[src/hw/rtl/lgs_pkg.sv]
package lgs_pkg;

	// Fixed field widths of the result items and the register port
	localparam int unsigned CFG_W     = 11;
	localparam int unsigned POS_W     = 10;
	localparam int unsigned DEF_MAX_W = 1024;
	localparam int unsigned DEF_MAX_H = 1024;
	localparam int unsigned DIM_RESET = 1024;
	localparam int unsigned DIM_MIN   = 3;

	// Result queue
	localparam int unsigned QDEPTH = 8;
	localparam int unsigned QAW    = $clog2(QDEPTH);
	localparam int unsigned NRES   = 3;

	// Register indexes
	typedef enum logic [0:0] {
		REG_WIDTH  = 1'b0,
		REG_HEIGHT = 1'b1
	} reg_idx_t;

	// Position of an item within the board
	typedef struct packed {
		logic r_ge1;
		logic r_ge2;
		logic c_ge1;
		logic c_ge2;
		logic c_last;
		logic r_last;
	} pos_flags_t;

	// One result item
	typedef struct packed {
		logic [POS_W-1:0] row;
		logic [POS_W-1:0] col;
		logic             alive;
		logic             done;
		logic             last;
	} res_t;

	// Clamp a dimension to [3, maxv] and return its last index
	function automatic int unsigned last_index(logic [CFG_W-1:0] v, int unsigned maxv);
		int unsigned d;
		d = 32'(v);
		if (d < DIM_MIN) begin
			d = DIM_MIN;
		end else if (d > maxv) begin
			d = maxv;
		end
		return d - 1;
	endfunction

endpackage

[src/hw/rtl/life_generation_stencil.sv]
// Streaming Life (B3/S23) generation unit.
// Input channel: one cell per item in raster order (row 0 first, columns left
// to right), handshake in_valid/in_stall. Output channel: result items with
// row, column, next-generation value, frame_done on the bottom-right cell and
// run_last on the last result caused by each input item.
// Each input yields up to three results: the cell one row and one column back,
// the previous row's last column when the input closes a row, and on the last
// row the input cell itself. Inputs of row 0 yield nothing.
// Each item is registered into stage 1 while its line store read completes; its
// results are then written to the result queue and offered from its head.
// Throughput: one item per cycle while the result queue has room; the single
// port pair of the line store and one output per cycle set this figure, so
// items that cause two or three results leave as that many separate outputs.
// When out_stall is held, the eight-entry result queue fills and in_stall rises.
// Writing board_width or board_height clamps it to [3, MAX] and restarts the
// frame at cell (0,0). Reset selects a 1024 by 1024 board; line store
// contents need no clearing, since they only feed border cells.
module life_generation_stencil import lgs_pkg::*; #(
	parameter int unsigned MAX_WIDTH  = DEF_MAX_W,
	parameter int unsigned MAX_HEIGHT = DEF_MAX_H
) (
	input  logic             clk,
	input  logic             arst_n,
	input  logic             in_valid,
	output logic             in_stall,
	input  logic             cell_in,
	output logic             out_valid,
	input  logic             out_stall,
	output logic [POS_W-1:0] out_row,
	output logic [POS_W-1:0] out_col,
	output logic             next_alive,
	output logic             frame_done,
	output logic             run_last,
	input  logic             cfg_we,
	input  reg_idx_t         cfg_index,
	input  logic [CFG_W-1:0] cfg_wdata
);

	localparam int unsigned CW = $clog2(MAX_WIDTH);
	localparam int unsigned RW = $clog2(MAX_HEIGHT);

	logic [CW-1:0] last_col_q;
	logic [RW-1:0] last_row_q;
	logic [CW-1:0] col_q;
	logic [RW-1:0] row_q;
	logic          in_acc;
	logic          room;

	logic          valid_s1;
	logic          cell_s1;
	pos_flags_t    flags_s1;
	logic [RW-1:0] row_s1;
	logic [CW-1:0] col_s1;

	logic [1:0]      rdata;
	logic [1:0]      wdata;
	logic [NRES-1:0] res_v;
	res_t            res [NRES];
	res_t            head;
	logic            pop;

	assign in_stall = !room;
	assign in_acc   = in_valid && !in_stall;

	// Latch clamped board size
	always_ff @(posedge clk or negedge arst_n) begin
		if (!arst_n) begin
			last_col_q <= CW'(last_index(CFG_W'(DIM_RESET), MAX_WIDTH));
			last_row_q <= RW'(last_index(CFG_W'(DIM_RESET), MAX_HEIGHT));
		end else if (cfg_we) begin
			unique case (cfg_index)
				REG_WIDTH:  last_col_q <= CW'(last_index(cfg_wdata, MAX_WIDTH));
				REG_HEIGHT: last_row_q <= RW'(last_index(cfg_wdata, MAX_HEIGHT));
				default: ;
			endcase
		end
	end

	// Track the raster position of the next item
	always_ff @(posedge clk or negedge arst_n) begin
		if (!arst_n) begin
			col_q <= '0;
			row_q <= '0;
		end else if (cfg_we) begin
			col_q <= '0;
			row_q <= '0;
		end else if (in_acc) begin
			if (col_q == last_col_q) begin
				col_q <= '0;
				row_q <= (row_q == last_row_q) ? '0 : row_q + RW'(1);
			end else begin
				col_q <= col_q + CW'(1);
			end
		end
	end

	// Stage 1: item waits for its line store read
	always_ff @(posedge clk or negedge arst_n) begin
		if (!arst_n) begin
			valid_s1 <= 1'b0;
		end else begin
			valid_s1 <= in_acc;
		end
	end

	always_ff @(posedge clk) begin
		if (in_acc) begin
			cell_s1         <= cell_in;
			row_s1          <= row_q;
			col_s1          <= col_q;
			flags_s1.r_ge1  <= (row_q != '0);
			flags_s1.r_ge2  <= (row_q > RW'(1));
			flags_s1.c_ge1  <= (col_q != '0);
			flags_s1.c_ge2  <= (col_q > CW'(1));
			flags_s1.c_last <= (col_q == last_col_q);
			flags_s1.r_last <= (row_q == last_row_q);
		end
	end

	// Two line stores packed side by side in one memory
	lgs_ram #(
		.WIDTH(2),
		.DEPTH(MAX_WIDTH)
	) u_lines (
		.clk   (clk),
		.we    (valid_s1),
		.waddr (col_s1),
		.wdata (wdata),
		.re    (in_acc),
		.raddr (col_q),
		.rdata (rdata)
	);

	lgs_stencil #(
		.RW(RW),
		.CW(CW)
	) u_stencil (
		.clk      (clk),
		.arst_n   (arst_n),
		.clear    (cfg_we),
		.valid_s1 (valid_s1),
		.cell_s1  (cell_s1),
		.flags_s1 (flags_s1),
		.row_s1   (row_s1),
		.col_s1   (col_s1),
		.rdata    (rdata),
		.wdata    (wdata),
		.res_v    (res_v),
		.res      (res)
	);

	assign pop = out_valid && !out_stall;

	lgs_resq u_resq (
		.clk      (clk),
		.arst_n   (arst_n),
		.push_v   (res_v),
		.push_res (res),
		.pend     (valid_s1),
		.pop      (pop),
		.head     (head),
		.nonempty (out_valid),
		.room     (room)
	);

	// Drive the result fields from the queue head
	assign out_row    = head.row;
	assign out_col    = head.col;
	assign next_alive = head.alive;
	assign frame_done = head.done;
	assign run_last   = head.last;

endmodule

[src/hw/rtl/lgs_ram.sv]
module lgs_ram #(
	parameter int unsigned WIDTH = 2,
	parameter int unsigned DEPTH = 1024
) (
	input  logic                     clk,
	input  logic                     we,
	input  logic [$clog2(DEPTH)-1:0] waddr,
	input  logic [WIDTH-1:0]         wdata,
	input  logic                     re,
	input  logic [$clog2(DEPTH)-1:0] raddr,
	output logic [WIDTH-1:0]         rdata
);

	logic [WIDTH-1:0] mem_q [DEPTH];

	// Write port and registered read port
	always_ff @(posedge clk) begin
		if (we) begin
			mem_q[waddr] <= wdata;
		end
		if (re) begin
			rdata <= mem_q[raddr];
		end
	end

endmodule

[src/hw/rtl/lgs_stencil.sv]
module lgs_stencil import lgs_pkg::*; #(
	parameter int unsigned RW = 10,
	parameter int unsigned CW = 10
) (
	input  logic          clk,
	input  logic          arst_n,
	input  logic          clear,
	input  logic          valid_s1,
	input  logic          cell_s1,
	input  pos_flags_t    flags_s1,
	input  logic [RW-1:0] row_s1,
	input  logic [CW-1:0] col_s1,
	input  logic [1:0]    rdata,
	output logic [1:0]    wdata,
	output logic [NRES-1:0] res_v,
	output res_t          res [NRES]
);

	logic [8:0] win_q;
	logic [8:0] win_next;
	logic       up1;
	logic       up2;
	logic [3:0] ncount;
	logic       rule_alive;
	logic       alive0;
	logic [POS_W-1:0] row_cur;
	logic [POS_W-1:0] row_prev;
	logic [POS_W-1:0] col_cur;
	logic [POS_W-1:0] col_prev;

	// Line store read: bit 0 two rows up, bit 1 one row up
	assign up2   = rdata[0];
	assign up1   = rdata[1];
	// Age the column down one row
	assign wdata = {cell_s1, up1};

	assign win_next = {cell_s1, up1, up2, win_q[8:3]};

	// Count the eight neighbours around the window center
	always_comb begin
		ncount = '0;
		for (int b = 0; b < 9; b++) begin
			if (b != 4) begin
				ncount = ncount + 4'(win_next[b]);
			end
		end
	end

	always_comb begin
		rule_alive = 1'b0;
		if (ncount == 4'd3) begin
			rule_alive = 1'b1;
		end else if (ncount == 4'd2) begin
			rule_alive = win_next[4];
		end
	end

	// Border cells pass through
	assign alive0 = (flags_s1.r_ge2 && flags_s1.c_ge2) ? rule_alive : win_next[4];

	assign row_cur  = POS_W'(32'(row_s1));
	assign row_prev = POS_W'(32'(row_s1) - 32'd1);
	assign col_cur  = POS_W'(32'(col_s1));
	assign col_prev = POS_W'(32'(col_s1) - 32'd1);

	// Build the up to three results of this item
	always_comb begin
		res_v[0] = valid_s1 && flags_s1.r_ge1 && flags_s1.c_ge1;
		res_v[1] = valid_s1 && flags_s1.r_ge1 && flags_s1.c_last;
		res_v[2] = valid_s1 && flags_s1.r_last;

		res[0] = '{row: row_prev, col: col_prev, alive: alive0, done: 1'b0,
			last: !res_v[1] && !res_v[2]};
		res[1] = '{row: row_prev, col: col_cur, alive: up1, done: 1'b0,
			last: !res_v[2]};
		res[2] = '{row: row_cur, col: col_cur, alive: cell_s1, done: flags_s1.c_last,
			last: 1'b1};
	end

	// Shift the window one column
	always_ff @(posedge clk or negedge arst_n) begin
		if (!arst_n) begin
			win_q <= '0;
		end else if (clear) begin
			win_q <= '0;
		end else if (valid_s1) begin
			win_q <= win_next;
		end
	end

endmodule

[src/hw/rtl/lgs_resq.sv]
module lgs_resq import lgs_pkg::*; (
	input  logic            clk,
	input  logic            arst_n,
	input  logic [NRES-1:0] push_v,
	input  res_t            push_res [NRES],
	input  logic            pend,
	input  logic            pop,
	output res_t            head,
	output logic            nonempty,
	output logic            room
);

	res_t         mem_q [QDEPTH];
	logic [QAW-1:0] wr_ptr_q;
	logic [QAW-1:0] rd_ptr_q;
	logic [QAW:0]   count_q;
	res_t         packed_res [NRES];
	logic [1:0]   npush;

	// Pack the valid results to the front, keeping their order
	always_comb begin
		npush = '0;
		for (int i = 0; i < NRES; i++) begin
			packed_res[i] = push_res[i];
		end
		for (int i = 0; i < NRES; i++) begin
			if (push_v[i]) begin
				packed_res[npush] = push_res[i];
				npush = npush + 2'd1;
			end
		end
	end

	assign head     = mem_q[rd_ptr_q];
	assign nonempty = (count_q != '0);
	// Room for the item in flight and one more
	assign room = (32'(count_q) + (pend ? 32'(NRES) : 32'd0)) <= 32'(QDEPTH - NRES);

	// Store the packed results
	always_ff @(posedge clk) begin
		for (int i = 0; i < NRES; i++) begin
			if (2'(i) < npush) begin
				mem_q[wr_ptr_q + QAW'(i)] <= packed_res[i];
			end
		end
	end

	// Advance pointers and fill count
	always_ff @(posedge clk or negedge arst_n) begin
		if (!arst_n) begin
			wr_ptr_q <= '0;
			rd_ptr_q <= '0;
			count_q  <= '0;
		end else begin
			wr_ptr_q <= wr_ptr_q + QAW'(npush);
			if (pop) begin
				rd_ptr_q <= rd_ptr_q + QAW'(1);
			end
			count_q <= count_q + (QAW+1)'(npush) - (QAW+1)'(pop);
		end
	end

endmodule

[config.mk]
export PLATFORM = sky130hd
export DESIGN_NAME = life_generation_stencil
export DESIGN_NICKNAME = d
export VERILOG_FILES = /design/src/hw/rtl/lgs_pkg.sv /design/src/hw/rtl/life_generation_stencil.sv /design/src/hw/rtl/lgs_ram.sv /design/src/hw/rtl/lgs_stencil.sv /design/src/hw/rtl/lgs_resq.sv
export SDC_FILE = /design/constraint.sdc
export NUM_CORES = 2
export LEC_CHECK = 0
export BUFFER_PORTS_ARGS = -buffer_cell sky130_fd_sc_hd__buf_2
export CAP_MARGIN = 25
export CORE_MARGIN = 5
export CORE_UTILIZATION = 49
export CTS_CLUSTER_SIZE = 10
export DETAILED_ROUTE_END_ITERATION = 16
export SLEW_MARGIN = 40
export SYNTH_ARGS = -nofsm -noshare
export SYNTH_HDL_FRONTEND = slang
export SYNTH_SLANG_ARGS = --single-unit
export TNS_END_PERCENT = 1
[constraint.sdc]
create_clock -name clk -period 31.3 [get_ports clk]
set_input_delay 4.695 -clock clk [delete_from_list [all_inputs] [get_ports clk]]
set_output_delay 4.695 -clock clk [all_outputs]
set_load 0.02 [all_outputs]
==> run_results.csv <==
group,metric,value,unit
setup_path,crit_start,"u_resq.rd_ptr_q[0]$_DFFE_PN0P_",
pwr,power.internal,0.00603,W
grt,first_global_vias,56200,
pwr,p_sw_share,27.3,%
grt,grt_pass1_wl,404000,µm
cts,cts-resized-gates,0,
cts,htreeDepth,5,
cts,cts_buffers,286,
grt,grt_max_degree,132,
finish,final_core_util,54.8,%
synthesis,synthDistinctLibCells,72,
setup_path,arrival,2960,ps
setup_path,crit_chain,"buf_6 -> mux4_2 -> mux2_2 -> buf_2",
setup_path,path_class,"flop to output pin",
worst_hold_path,hold-path-cell-count,2,
synthesis,syn_nets,5974,
sta,fin_skew,47.2,ps
floorplan,die_x,456,µm
placement,preCtsSetupSlack,24170,ps
setup_path,path_buf_inv,2,
routing,avgViaCountPerCell,6.45,
setup_path,cp_top_family,"multiplexers",
placement,portBuffers,42,
floorplan,die_y,456,µm
routing,drt-pass1-iter-count,6,
synthesis,synthFlopType,"edfxtp_1",
synthesis,synth_top_area_share,69.8,%
worst_hold_path,hold_class,"flop to flop",
cts,clkTransAtPathRegs,60,ps
routing,drt-initial-drc-count,7644,
setup_path,crit_required,26610,ps
sta,tightest_slew,949,ps
placement,hpwl,157000,µm
cts,cts_tree,"yes",
pwr,power-per-cell-area,76.6,nW/µm²
pwr,p_switching,0.00227,W
synthesis,yosysSeqAreaShare,71.3,%
job,max_cap_viol_count,0,
finish,nets,5996,
setup_path,slowest_stage,"mux4_2",
setup_path,worstSetupEndpoint,"out_col[1]",
pwr,seq_power_share,45.9,%
finish,num-fill-cells,15700,
floorplan,core,197000,µm²
setup_path,cp_max_fo,44,
synthesis,yosysTopAreaCell,"edfxtp_1",
floorplan,io_pins,43,
finish,drive_gt1_share,20.6,%
setup_path,max_stage_delay,590,ps
cts,clockBufferDepth,4,
placement,gp_congestion,0.845,
routing,vias,55800,
synthesis,synth_area_leaders,"edfxtp_1, mux4_2, nor2_1",
sta,drv_slew,0,
pwr,ir_drop,0.0630,mV
setup_path,critical_path_cell_count,4,
synthesis,synth.avg_cell_area,16.4,µm²
sta,max_freq,0.131,GHz
setup_path,r2r_setup_slack,25980,ps
synthesis,post-synth-top-count-cell,"edfxtp_1",
sta,finalSetupViolCount,0,
pwr,clockPowerShare,34.2,%
synthesis,async_flop_share,2.46,%
sta,tns,0,ps
synthesis,syn-instance-count,5916,
cts,cts-root-buf,"clkbuf_16",
sta,setup_slack,23640,ps
setup_path,crit_path_end_kind,"output pin",
pwr,pwr-share-comb,20.0,%
synthesis,synth_area,97300,µm²
sta,rsz0062_at_grt,"false",
cts,postCtsHoldBufs,0,
setup_path,r2r-start,"col_q[0]$_DFFE_PN0P_",
floorplan,start_util,49.3,%
grt,antenna_found_initial,9,
synthesis,ys_warn_count,0,
sta,hold_viol_final,0,
sta,maxSlewHeadroom,35.9,%
grt,grtUsageTotal,26.8,%
floorplan,die-area,207000,µm²
setup_path,start_kind,"flop",
routing,wire_per_inst,32.7,µm
cts,cts_setup_buffers,0,
status,status,"completed",
finish,areaGrowthSynthToFinish,11.3,%
routing,wl,283000,µm
floorplan,fp-row-count,163,
pwr,power.leakage,32.6,nW
synthesis,ys_ff_latch,2318,
synthesis,synth_edf_count,2261,
sta,min_period,7660,ps
cts,cts.sinks,2318,
sta,period_share,24.5,%
routing,drc,0,
setup_path,reg2reg_to,"u_lines.rdata[1]$_DFFE_PP_",
routing,drtAntennaViolNets,0,
synthesis,synth_common_cells,"edfxtp_1, nor2_1, mux4_2",
grt,grt_remaining_overflow,0,
setup_path,reg2regPathDepth,12,
cts,clock_latency,940,ps
[sequential cells by signal, summed over array words and instances, names as in the netlist, 2 cells and up]
| register | cells |
|---|---|
| u_resq.rd_ptr_q | 3 |
| col_s1 | 10 |
| u_lines.mem_q | 2048 |
| u_resq.mem_q | 184 |
| u_lines.rdata | 2 |
| row_s1 | 10 |
| last_col_q | 10 |
| last_row_q | 10 |
| row_q | 10 |
| flags_s1 | 6 |
| col_q | 10 |
| u_resq.count_q | 4 |
| u_stencil.win_q | 6 |
| u_resq.wr_ptr_q | 3 |
[cells in the final DEF, fill, tap and decap left out, drive strengths merged, types with 21 or more instances in the layout]
master  count
o21ai     111
ha         32
nor4       23
dfrtp      37
mux4      531
buf       200
xor2       75
xnor2      57
inv        55
nor2     1199
a31oi      21
mux2       41
edfxtp   2261
o221ai     76
o22ai     109
and2       30
a22oi      44
mux2i      65
clkbuf    330
nand3      34
nand2     309
a21oi      64
nor3       30
[kinds of logic after synthesis]
| group | count (synthesis) | synth area share (%) |
|---|---|---|
| DFF | 2318 | 71.3 |
| and+or+nand+nor | 1726 | 7.25 |
| muxes | 637 | 13.4 |
| AOI/OAI and AO/OA | 547 | 3.83 |
| buffers and inverters | 516 | 2.41 |
| xor gates and xnor gates | 132 | 1.19 |
| adders and majority gates | 40 | 0.576 |
[how the worst min path moves through the flow]
stage / startpoint / to / slack (ps)
2_1_floorplan: col_q[2]$_DFFE_PN0P_ / col_s1[2]$_DFFE_PP_ / 420
5_1_grt: last_col_q[6]$_DFFE_PN1P_ / last_col_q[6]$_DFFE_PN1P_ / 510
3_3_place_gp: last_col_q[2]$_DFFE_PN1P_ / last_col_q[2]$_DFFE_PN1P_ / 490
3_5_place_dp: last_col_q[1]$_DFFE_PN1P_ / last_col_q[1]$_DFFE_PN1P_ / 480
6_report: last_col_q[1]$_DFFE_PN1P_ / last_col_q[1]$_DFFE_PN1P_ / 490
4_1_cts: last_col_q[1]$_DFFE_PN1P_ / last_col_q[1]$_DFFE_PN1P_ / 490
[power by group through the flow]
| stage | clock [W] | combinational, W | sequential, W |
|---|---|---|---|
| 6_report | 0.00283 | 0.00165 | 0.00380 |
| 2_1_floorplan | 0 | 0.00107 | 0.00419 |
| 4_1_cts | 0.00287 | 0.00165 | 0.00381 |
| 3_5_place_dp | 0 | 0.00165 | 0.00388 |
| 5_1_grt | 0.00301 | 0.00177 | 0.00381 |
| 3_3_place_gp | 0 | 0.00160 | 0.00388 |
[worst register-to-register path, cell delays in order, from the launching register on]
cell and delay, ps:
dfrtp_4 580, buf_6 500, buf_4 770, buf_4 690, mux4_2 590, and2_1 180, a211oi_1 330, nor4_1 180
a211o_1 360, nor3_1 370, a21oi_1 100, mux2i_1 290, o22ai_1 130
[stage by stage]
step | instances | instance area (µm²) | hold WS [ps] | total power (W)
floorplan | 5916 | 97300 | 420 | 0.00526
CTS | 8634 | 108000 | 491 | 0.00834
global placement | 8279 | 100000 | 486 | 0.00548
finish | 8641 | 108000 | 488 | 0.00829
detailed placement | 8287 | 101000 | 483 | 0.00552
global route | 8638 | 108000 | 511 | 0.00859
[layer usage]
layer  up-vias  part of all wire, %  track usage [%]  wire, µm
met5         -                    0                0         0
met4         0                  4.0             9.99     11400
met3       587                  9.8             5.57     27700
met2      3147                   48             42.8    135000
met1     29200                   38             36.8    109000
li1      22900                    -                -         -
[final cells by class]
cell class	count	area, µm²	share of cell area, %
sequential	2318	69400	64.1
multi-input combinational	3082	26100	24.1
clock inverter	17	178	0.164
inverter	50	190	0.176
timing repair buffer	200	1750	1.62
clock buffer	330	7400	6.83
antenna	4	10.0	0.00924
tap	2640	3300	3.05
(Power assumes the default switching activity.)
